## src/hdl/tsi_pkg.sv

```systemverilog
package tsi_pkg;

    localparam int FRAC_BITS = 8;

    localparam int SYM_W    = 8;
    localparam int COORD_W  = 24;
    localparam int STEP_W   = 16;
    localparam int STARTY_W = 23;
    localparam int RADIUS_W = 13;
    localparam int COUNT_W  = 32;
    localparam int MUL_W    = 32;
    localparam int PROD_W   = 2 * MUL_W;

    localparam logic [SYM_W-1:0] SYM_MOVE  = 8'h46;
    localparam logic [SYM_W-1:0] SYM_LEFT  = 8'h2B;
    localparam logic [SYM_W-1:0] SYM_RIGHT = 8'h2D;

    localparam logic [MUL_W-1:0] HASH_MUL1 = 32'h9e3779b9;
    localparam logic [MUL_W-1:0] HASH_ADD1 = 32'h1D6100A1;
    localparam logic [MUL_W-1:0] HASH_MUL2 = 32'h7feb352d;
    localparam int HASH_SH1 = 16;
    localparam int HASH_SH2 = 15;
    localparam int HASH_BITS = 10;

    // Dot radius: base + floor(v * span / 1023), done as a reciprocal multiply.
    localparam longint RAD_BASE   = longint'(6) << FRAC_BITS;
    localparam longint RAD_SPAN   = longint'(14) << FRAC_BITS;
    localparam int     SCALE_W    = 14 + FRAC_BITS;
    localparam int     RECIP_SH   = SCALE_W + 10;
    localparam longint RECIP_MUL  = ((longint'(1) << RECIP_SH) + 1022) / 1023;

    localparam logic [COORD_W-1:0] STEP_RESET   = 24'd13645;
    localparam logic [STARTY_W-1:0] STARTY_RESET = 23'd204544;

    typedef enum logic [0:0] {
        REG_STEP_LENGTH = 1'b0,
        REG_START_Y     = 1'b1
    } t_reg_idx;

    typedef enum logic [1:0] {
        HEAD_POS_X = 2'd0,
        HEAD_POS_Y = 2'd1,
        HEAD_NEG_X = 2'd2,
        HEAD_NEG_Y = 2'd3
    } t_heading;

    typedef enum logic [3:0] {
        ST_IDLE,
        ST_MUL1,
        ST_MIX1,
        ST_MUL2,
        ST_MIX2,
        ST_MUL3,
        ST_SCALE,
        ST_MUL4,
        ST_DONE
    } t_state;

endpackage

```

## src/hdl/turtle_symbol_interpreter.sv

```systemverilog
// Channel  | Handshake                       | Payload
// ---------+---------------------------------+---------------------------------------
// input    | i_in_valid / o_in_stall         | i_symbol, i_restart
// output   | o_out_valid / i_out_stall       | o_kind, o_x_from, o_y_from, o_x_to,
//          |                                 | o_y_to, o_radius
// config   | psel, penable, pwrite, pready   | paddr, pwdata, prdata
//
// Move and turn words use no multiply; a dot word steps through the multiply,
// mix, scale and done states as the single 32x32 multiplier runs the index
// hash and the radius scaling in four passes. Reset is synchronous, active low.
// A result stays in the output register until taken; a new word is taken only
// when the sequencer is idle and the output register is free or being emptied.
module turtle_symbol_interpreter
    import tsi_pkg::*;
(
    input  logic                       i_clk,
    input  logic                       i_rst_n,

    input  logic                       i_in_valid,
    output logic                       o_in_stall,
    input  logic [SYM_W-1:0]           i_symbol,
    input  logic                       i_restart,

    output logic                       o_out_valid,
    input  logic                       i_out_stall,
    output logic                       o_kind,
    output logic signed [COORD_W-1:0]  o_x_from,
    output logic signed [COORD_W-1:0]  o_y_from,
    output logic signed [COORD_W-1:0]  o_x_to,
    output logic signed [COORD_W-1:0]  o_y_to,
    output logic [RADIUS_W-1:0]        o_radius,

    input  logic                       psel,
    input  logic                       penable,
    input  logic                       pwrite,
    input  logic [2:0]                 paddr,
    input  logic [31:0]                pwdata,
    output logic [31:0]                prdata,
    output logic                       pready
);

    t_state                     r_state, n_state;
    logic [STEP_W-1:0]          r_step, n_step;
    logic [STARTY_W-1:0]        r_start_y, n_start_y;
    logic signed [COORD_W-1:0]  r_pos_x, n_pos_x;
    logic signed [COORD_W-1:0]  r_pos_y, n_pos_y;
    logic [1:0]                 r_heading, n_heading;
    logic [COUNT_W-1:0]         r_count, n_count;
    logic [MUL_W-1:0]           r_opa, n_opa;
    logic [MUL_W-1:0]           r_opb, n_opb;
    logic [PROD_W-1:0]          r_prod, n_prod;

    logic                       r_out_valid, n_out_valid;
    logic                       r_kind, n_kind;
    logic signed [COORD_W-1:0]  r_x_from, n_x_from;
    logic signed [COORD_W-1:0]  r_y_from, n_y_from;
    logic signed [COORD_W-1:0]  r_x_to, n_x_to;
    logic signed [COORD_W-1:0]  r_y_to, n_y_to;
    logic [RADIUS_W-1:0]        r_radius, n_radius;

    logic                       out_free;
    logic                       in_accept;
    logic                       cfg_write;
    logic [PROD_W-1:0]          mul_result;
    logic signed [COORD_W-1:0]  base_x, base_y;
    logic [1:0]                 base_heading;
    logic [COUNT_W-1:0]         base_count;
    logic signed [COORD_W:0]    step_ext;
    logic signed [COORD_W:0]    sum_pos, sum_neg, sum_sel;
    logic signed [COORD_W-1:0]  sat_val;
    logic [MUL_W-1:0]           mix_val;
    logic [PROD_W-1:0]          scaled;
    logic [MUL_W-1:0]           radius_full;

    assign out_free   = !r_out_valid || !i_out_stall;
    assign o_in_stall = (r_state != ST_IDLE) || !out_free;
    assign in_accept  = i_in_valid && !o_in_stall;
    assign cfg_write  = psel && penable && pwrite && pready;
    assign pready     = 1'b1;

    assign mul_result = PROD_W'(r_opa) * PROD_W'(r_opb);

    always_comb begin
        unique case (t_reg_idx'(paddr[2]))
            REG_STEP_LENGTH: prdata = {{(32-STEP_W){1'b0}}, r_step};
            REG_START_Y:     prdata = {{(32-STARTY_W){1'b0}}, r_start_y};
            default:         prdata = '0;
        endcase
    end

    assign base_x       = i_restart ? '0 : r_pos_x;
    assign base_y       = i_restart ? COORD_W'($signed({1'b0, r_start_y})) : r_pos_y;
    assign base_heading = i_restart ? HEAD_POS_X : r_heading;
    assign base_count   = i_restart ? '0 : r_count;

    assign step_ext = $signed({{(COORD_W+1-STEP_W){1'b0}}, r_step});

    always_comb begin
        if ((base_heading == HEAD_POS_X) || (base_heading == HEAD_NEG_X)) begin
            sum_pos = {base_x[COORD_W-1], base_x} + step_ext;
            sum_neg = {base_x[COORD_W-1], base_x} - step_ext;
        end else begin
            sum_pos = {base_y[COORD_W-1], base_y} + step_ext;
            sum_neg = {base_y[COORD_W-1], base_y} - step_ext;
        end
        if ((base_heading == HEAD_POS_X) || (base_heading == HEAD_POS_Y)) begin
            sum_sel = sum_pos;
        end else begin
            sum_sel = sum_neg;
        end
        if (sum_sel[COORD_W] != sum_sel[COORD_W-1]) begin
            sat_val = sum_sel[COORD_W] ? {1'b1, {(COORD_W-1){1'b0}}}
                                       : {1'b0, {(COORD_W-1){1'b1}}};
        end else begin
            sat_val = sum_sel[COORD_W-1:0];
        end
    end

    always_comb begin
        n_state     = r_state;
        n_step      = r_step;
        n_start_y   = r_start_y;
        n_pos_x     = r_pos_x;
        n_pos_y     = r_pos_y;
        n_heading   = r_heading;
        n_count     = r_count;
        n_opa       = r_opa;
        n_opb       = r_opb;
        n_prod      = r_prod;
        n_out_valid = r_out_valid && i_out_stall;
        n_kind      = r_kind;
        n_x_from    = r_x_from;
        n_y_from    = r_y_from;
        n_x_to      = r_x_to;
        n_y_to      = r_y_to;
        n_radius    = r_radius;
        mix_val     = '0;
        scaled      = '0;
        radius_full = '0;

        if (cfg_write) begin
            unique case (t_reg_idx'(paddr[2]))
                REG_STEP_LENGTH: n_step    = pwdata[STEP_W-1:0];
                REG_START_Y:     n_start_y = pwdata[STARTY_W-1:0];
                default:         n_step    = r_step;
            endcase
        end

        unique case (r_state) inside
            ST_IDLE: begin
                if (in_accept) begin
                    n_pos_x   = base_x;
                    n_pos_y   = base_y;
                    n_heading = base_heading;
                    n_count   = base_count + COUNT_W'(1);
                    if (i_symbol == SYM_MOVE) begin
                        if ((base_heading == HEAD_POS_X) ||
                            (base_heading == HEAD_NEG_X)) begin
                            n_pos_x = sat_val;
                            n_x_to  = sat_val;
                            n_y_to  = base_y;
                        end else begin
                            n_pos_y = sat_val;
                            n_x_to  = base_x;
                            n_y_to  = sat_val;
                        end
                        n_out_valid = 1'b1;
                        n_kind      = 1'b0;
                        n_x_from    = base_x;
                        n_y_from    = base_y;
                        n_radius    = '0;
                    end else if (i_symbol == SYM_LEFT) begin
                        n_heading = base_heading + 2'd1;
                    end else if (i_symbol == SYM_RIGHT) begin
                        n_heading = base_heading - 2'd1;
                    end else begin
                        n_opa   = base_count;
                        n_opb   = HASH_MUL1;
                        n_state = ST_MUL1;
                    end
                end
            end
            ST_MUL1, ST_MUL2, ST_MUL3, ST_MUL4: begin
                n_prod = mul_result;
                unique case (r_state)
                    ST_MUL1: n_state = ST_MIX1;
                    ST_MUL2: n_state = ST_MIX2;
                    ST_MUL3: n_state = ST_SCALE;
                    default: n_state = ST_DONE;
                endcase
            end
            ST_MIX1: begin
                mix_val = r_prod[MUL_W-1:0] + HASH_ADD1;
                mix_val = mix_val ^ (mix_val >> HASH_SH1);
                n_opa   = mix_val;
                n_opb   = HASH_MUL2;
                n_state = ST_MUL2;
            end
            ST_MIX2: begin
                mix_val = r_prod[MUL_W-1:0];
                mix_val = mix_val ^ (mix_val >> HASH_SH2);
                n_opa   = {{(MUL_W-HASH_BITS){1'b0}}, mix_val[HASH_BITS-1:0]};
                n_opb   = MUL_W'(RAD_SPAN);
                n_state = ST_MUL3;
            end
            ST_SCALE: begin
                n_opa   = r_prod[MUL_W-1:0];
                n_opb   = MUL_W'(RECIP_MUL);
                n_state = ST_MUL4;
            end
            ST_DONE: begin
                if (out_free) begin
                    scaled      = r_prod >> RECIP_SH;
                    radius_full = MUL_W'(RAD_BASE) + scaled[MUL_W-1:0];
                    n_out_valid = 1'b1;
                    n_kind      = 1'b1;
                    n_x_from    = r_pos_x;
                    n_y_from    = r_pos_y;
                    n_x_to      = r_pos_x;
                    n_y_to      = r_pos_y;
                    n_radius    = radius_full[RADIUS_W-1:0];
                    n_state     = ST_IDLE;
                end
            end
            default: n_state = ST_IDLE;
        endcase
    end

    always_ff @(posedge i_clk) begin
        if (!i_rst_n) begin
            r_state     <= ST_IDLE;
            r_step      <= STEP_RESET[STEP_W-1:0];
            r_start_y   <= STARTY_RESET;
            r_pos_x     <= '0;
            r_pos_y     <= '0;
            r_heading   <= HEAD_POS_X;
            r_count     <= '0;
            r_out_valid <= 1'b0;
        end else begin
            r_state     <= n_state;
            r_step      <= n_step;
            r_start_y   <= n_start_y;
            r_pos_x     <= n_pos_x;
            r_pos_y     <= n_pos_y;
            r_heading   <= n_heading;
            r_count     <= n_count;
            r_out_valid <= n_out_valid;
        end
    end

    always_ff @(posedge i_clk) begin
        r_opa    <= n_opa;
        r_opb    <= n_opb;
        r_prod   <= n_prod;
        r_kind   <= n_kind;
        r_x_from <= n_x_from;
        r_y_from <= n_y_from;
        r_x_to   <= n_x_to;
        r_y_to   <= n_y_to;
        r_radius <= n_radius;
    end

    assign o_out_valid = r_out_valid;
    assign o_kind      = r_kind;
    assign o_x_from    = r_x_from;
    assign o_y_from    = r_y_from;
    assign o_x_to      = r_x_to;
    assign o_y_to      = r_y_to;
    assign o_radius    = r_radius;

endmodule
```

## config.mk

```make
export PLATFORM = sky130hd
export DESIGN_NAME = turtle_symbol_interpreter
export DESIGN_NICKNAME = d
export VERILOG_FILES = /design/src/hdl/tsi_pkg.sv /design/src/hdl/turtle_symbol_interpreter.sv
export SDC_FILE = /design/constraint.sdc
export NUM_CORES = 2
export LEC_CHECK = 0
export ABC_AREA = 1
export BUFFER_PORTS_ARGS = -buffer_cell sky130_fd_sc_hd__buf_2
export CAP_MARGIN = 40
export CORE_ASPECT_RATIO = 1.5
export CORE_UTILIZATION = 35
export DETAILED_ROUTE_END_ITERATION = 10
export SYNTH_ARGS = -nofsm -noshare
export SYNTH_HDL_FRONTEND = slang
export SYNTH_SLANG_ARGS = --single-unit
export TNS_END_PERCENT = 1
```

## constraint.sdc

```tcl
create_clock -name i_clk -period 7.27 [get_ports i_clk]
set_input_delay 0.3635 -clock i_clk [delete_from_list [all_inputs] [get_ports i_clk]]
set_output_delay 0.3635 -clock i_clk [all_outputs]
set_load 0.01 [all_outputs]
```

==> impl_metrics.py <==
metrics = {
    "outcome": {
        "outcome": "finished, final reports clean",
    },
    "floorplan": {
        "die_area_um2": 120500,
        "start_util": 0.3540,
        "core_um2": 117700,
        "die_height_um": 424.6,
        "ios": 196,
        "die_w_um": 283.8,
        "rows": 154,
    },
    "sta": {
        "hold_ws_ns": 0.02838,
        "clock.fmax_mhz": 139.6,
        "period_share": 0.9851,
        "finalCriticalPeriod_ns": 7.162,
        "finClkSkew_ns": 0.04336,
        "final_hold_viol_count": 0,
        "rsz0062_at_grt": "true",
        "worst_pin_slew_ns": 0.9165,
        "setup-violations-final": 0,
        "slew-limit-headroom": 0.3890,
        "drv_slew": 0,
    },
    "clock_network": {
        "cts_buffers": 38,
        "cts_buffer_depth": 3,
        "insertion_delay_ns": 0.59,
        "cts_sinks": 321,
        "cts_tree": "done",
        "clk_pin_slew_ns": 0.06,
        "htree_levels": 2,
        "cts_root_buffer": "clkbuf_16",
    },
    "final_layout": {
        "final_core_utilization": 0.4132,
        "final_layout_size_suffix_gt1_frac": 0.1728,
        "syn_to_final_growth_pct": 16.73,
        "nFillCells": 11800,
        "fin_nets": 6324,
    },
    "min_path": {
        "hp-class": "in2reg",
    },
    "critical_path": {
        "path_common_cell": "fa_1",
        "cp_top_family": "adder cells",
        "critPathLaunchType": "flip-flop",
        "required_ns": 7.59,
        "crit_path_top_delay_cell": "fa_1",
        "crit_buf_inv": 9,
        "worstSetupEndpointType": "flip-flop",
        "worst-setup-path-type": "reg2reg",
        "slowest_delay_ns": 0.61,
        "critical_path.max_fanout": 19,
        "worstPathArrival_ns": 7.48,
    },
    "route": {
        "dr.first_iter.drc_count": 2139,
        "vias": 34610,
        "first_pass_iters": 6,
        "wl_um": 157300,
        "viasPerCell": 4.964,
        "antenna_left": 0,
        "drcViolationCount": 0,
        "wl_per_cell_um": 22.57,
    },
    "global_route": {
        "antenna_found_initial": 4,
        "grtUsageTotal": 0.2623,
        "grt_pass1_wl_um": 232000,
        "overflow": 0,
        "grt_pass1_vias": 36800,
        "grt_max_degree": 60,
    },
    "yosys": {
        "ys.flop_type": "edfxtp_1",
        "synth_seq_area_share": 0.2010,
        "synthesis.area_um2": 41680,
        "synth-seq-cells": 321,
        "synth_edf_count": 195,
        "synth_warnings": 0,
        "syn_area_per_cell_um2": 8.428,
        "ys_types": 63,
        "async_reset_ff_frac": 0,
        "synth_cells": 4945,
    },
    "placed_design": {
        "io_buffer_count": 174,
        "hpwlAfterDp_um": 135300,
        "routabilityCongestion": 1.004,
    },
    "run": {
        "cap_violations": 0,
    },
}
## registers in the layout (all words and copies together), names as in the netlist
signal,flops
r_prod,45
r_count,32
r_opa,32
o_x_from,24
o_x_to,24
o_y_from,24
o_y_to,24
r_pos_x,24
r_pos_y,24
r_start_y,23
r_step,16
o_radius,13
r_opb,8
r_state,4
r_heading,2
o_kind,1
o_out_valid,1
## placed cells by master (no fill, tap or decap), drive strengths merged, types with 31 or more instances in the layout
master  netlist  routed
inv        1153    1152
nand2       893     893
fa          575     575
buf          75     552
nand3       337     337
ha          320     320
nor2        282     282
o21ai       232     232
edfxtp      195     195
a21oi       188     188
xor2        160     160
dfxtp       126     126
o21bai       45      45
clkbuf      101      43
xnor2        33      33
nor3         33      33
o22ai        31      31
nand4        31      31
## worst paths after layout
| path | from | endpoint | slack [ns] | depth (start not counted) |
|---|---|---|---|---|
| max | r_opb[28] | r_prod[38] | 0.11 | 25 |
| min | pwdata[20] | r_start_y[20] | 0.03 | 3 |
| max reg2reg | r_opb[28] | r_prod[38] | 0.11 | 25 |
| min reg2reg | r_start_y[8] | r_start_y[8] | 0.49 | 2 |
## layout make-up
cell class                      count  area (µm²)  area share
Sequential cell                   321        8378      0.1722
Clock inverter                     25       229.0    0.004707
Inverter                         1155        4349     0.08940
Multi-Input combinational cell   3301       28640      0.5887
Tap cell                         1560        1952     0.04012
Antenna cell                        5       12.51   0.0002572
Timing Repair Buffer              561        4101     0.08431
Clock buffer                       43       989.7     0.02034
## per-stage QoR
step | worst slack, ns | TNS, ns | cells | area, µm²
after detailed placement | -0.2530 | -0.7390 | 6882 | 46790
after global routing | -0.08612 | -0.3594 | 6967 | 48640
after global placement | -0.2267 | -0.7808 | 6878 | 46740
after floorplan | 0.1504 | 0 | 4953 | 41710
after CTS | -0.01870 | -0.01870 | 6960 | 48160
final | 0.1083 | 0 | 6971 | 48650
## per-layer routing
layer | vias up | global-route usage | share of wire | wire, µm
met4 | 0 | 0.2341 | 0.11 | 17110
li1 | 16200 | - | - | -
met1 | 16800 | 0.2641 | 0.34 | 53530
met2 | 1125 | 0.4759 | 0.51 | 80080
met5 | - | 0 | 0 | 0
met3 | 481 | 0.03047 | 0.042 | 6613
## synthesized netlist by cell type (33+ instances only)
master	n	area share
inv_1	1139	0.10
nand2_1	853	0.077
fa_1	575	0.28
ha_1	320	0.096
nor2_1	261	0.024
nand3_1	245	0.029
o21ai_0	201	0.024
edfxtp_1	195	0.14
xor2_1	160	0.034
a21oi_1	143	0.017
dfxtp_1	126	0.061
clkbuf_1	99	0.0089
nand3_2	92	0.022
a21oi_2	45	0.0095
o21bai_1	44	0.0079
nand2_2	37	0.0056
xnor2_1	33	0.0069
## cell families (layout without fill, tap and decap cells)
family | Yosys count | in the layout | synth area share
xor gates and xnor gates | 193 | 193 | 0.04056
adders and majority gates | 895 | 895 | 0.3723
buffers and inverters | 1331 | 1784 | 0.1240
DFF | 321 | 321 | 0.2010
and+or+nand+nor | 1612 | 1612 | 0.1775
AOI/OAI and AO/OA | 591 | 591 | 0.08454
other | 2 | 15 | 0.0001802
## worst min-delay path, delay by kind of cell
| kind | cells | cell delay, ns |
|---|---|---|
| and+or+nand+nor | 2 | 0.13 |
| buffers and inverters | 1 | 0.08 |
## repair_timing
item / 4_1_cts / 5_1_grt
pin swaps: 0 / 14
hold buffers: 9 / 0
setup endpoints to repair: 6 / 19
resized for setup: 14 / 94
buffers inserted: 1 / 6
endpoints found under the hold margin: 9 / 0
Power is left out: the tool's default activity adds up to more than one toggle a clock period on the data nets, which glitch-free logic cannot reach.
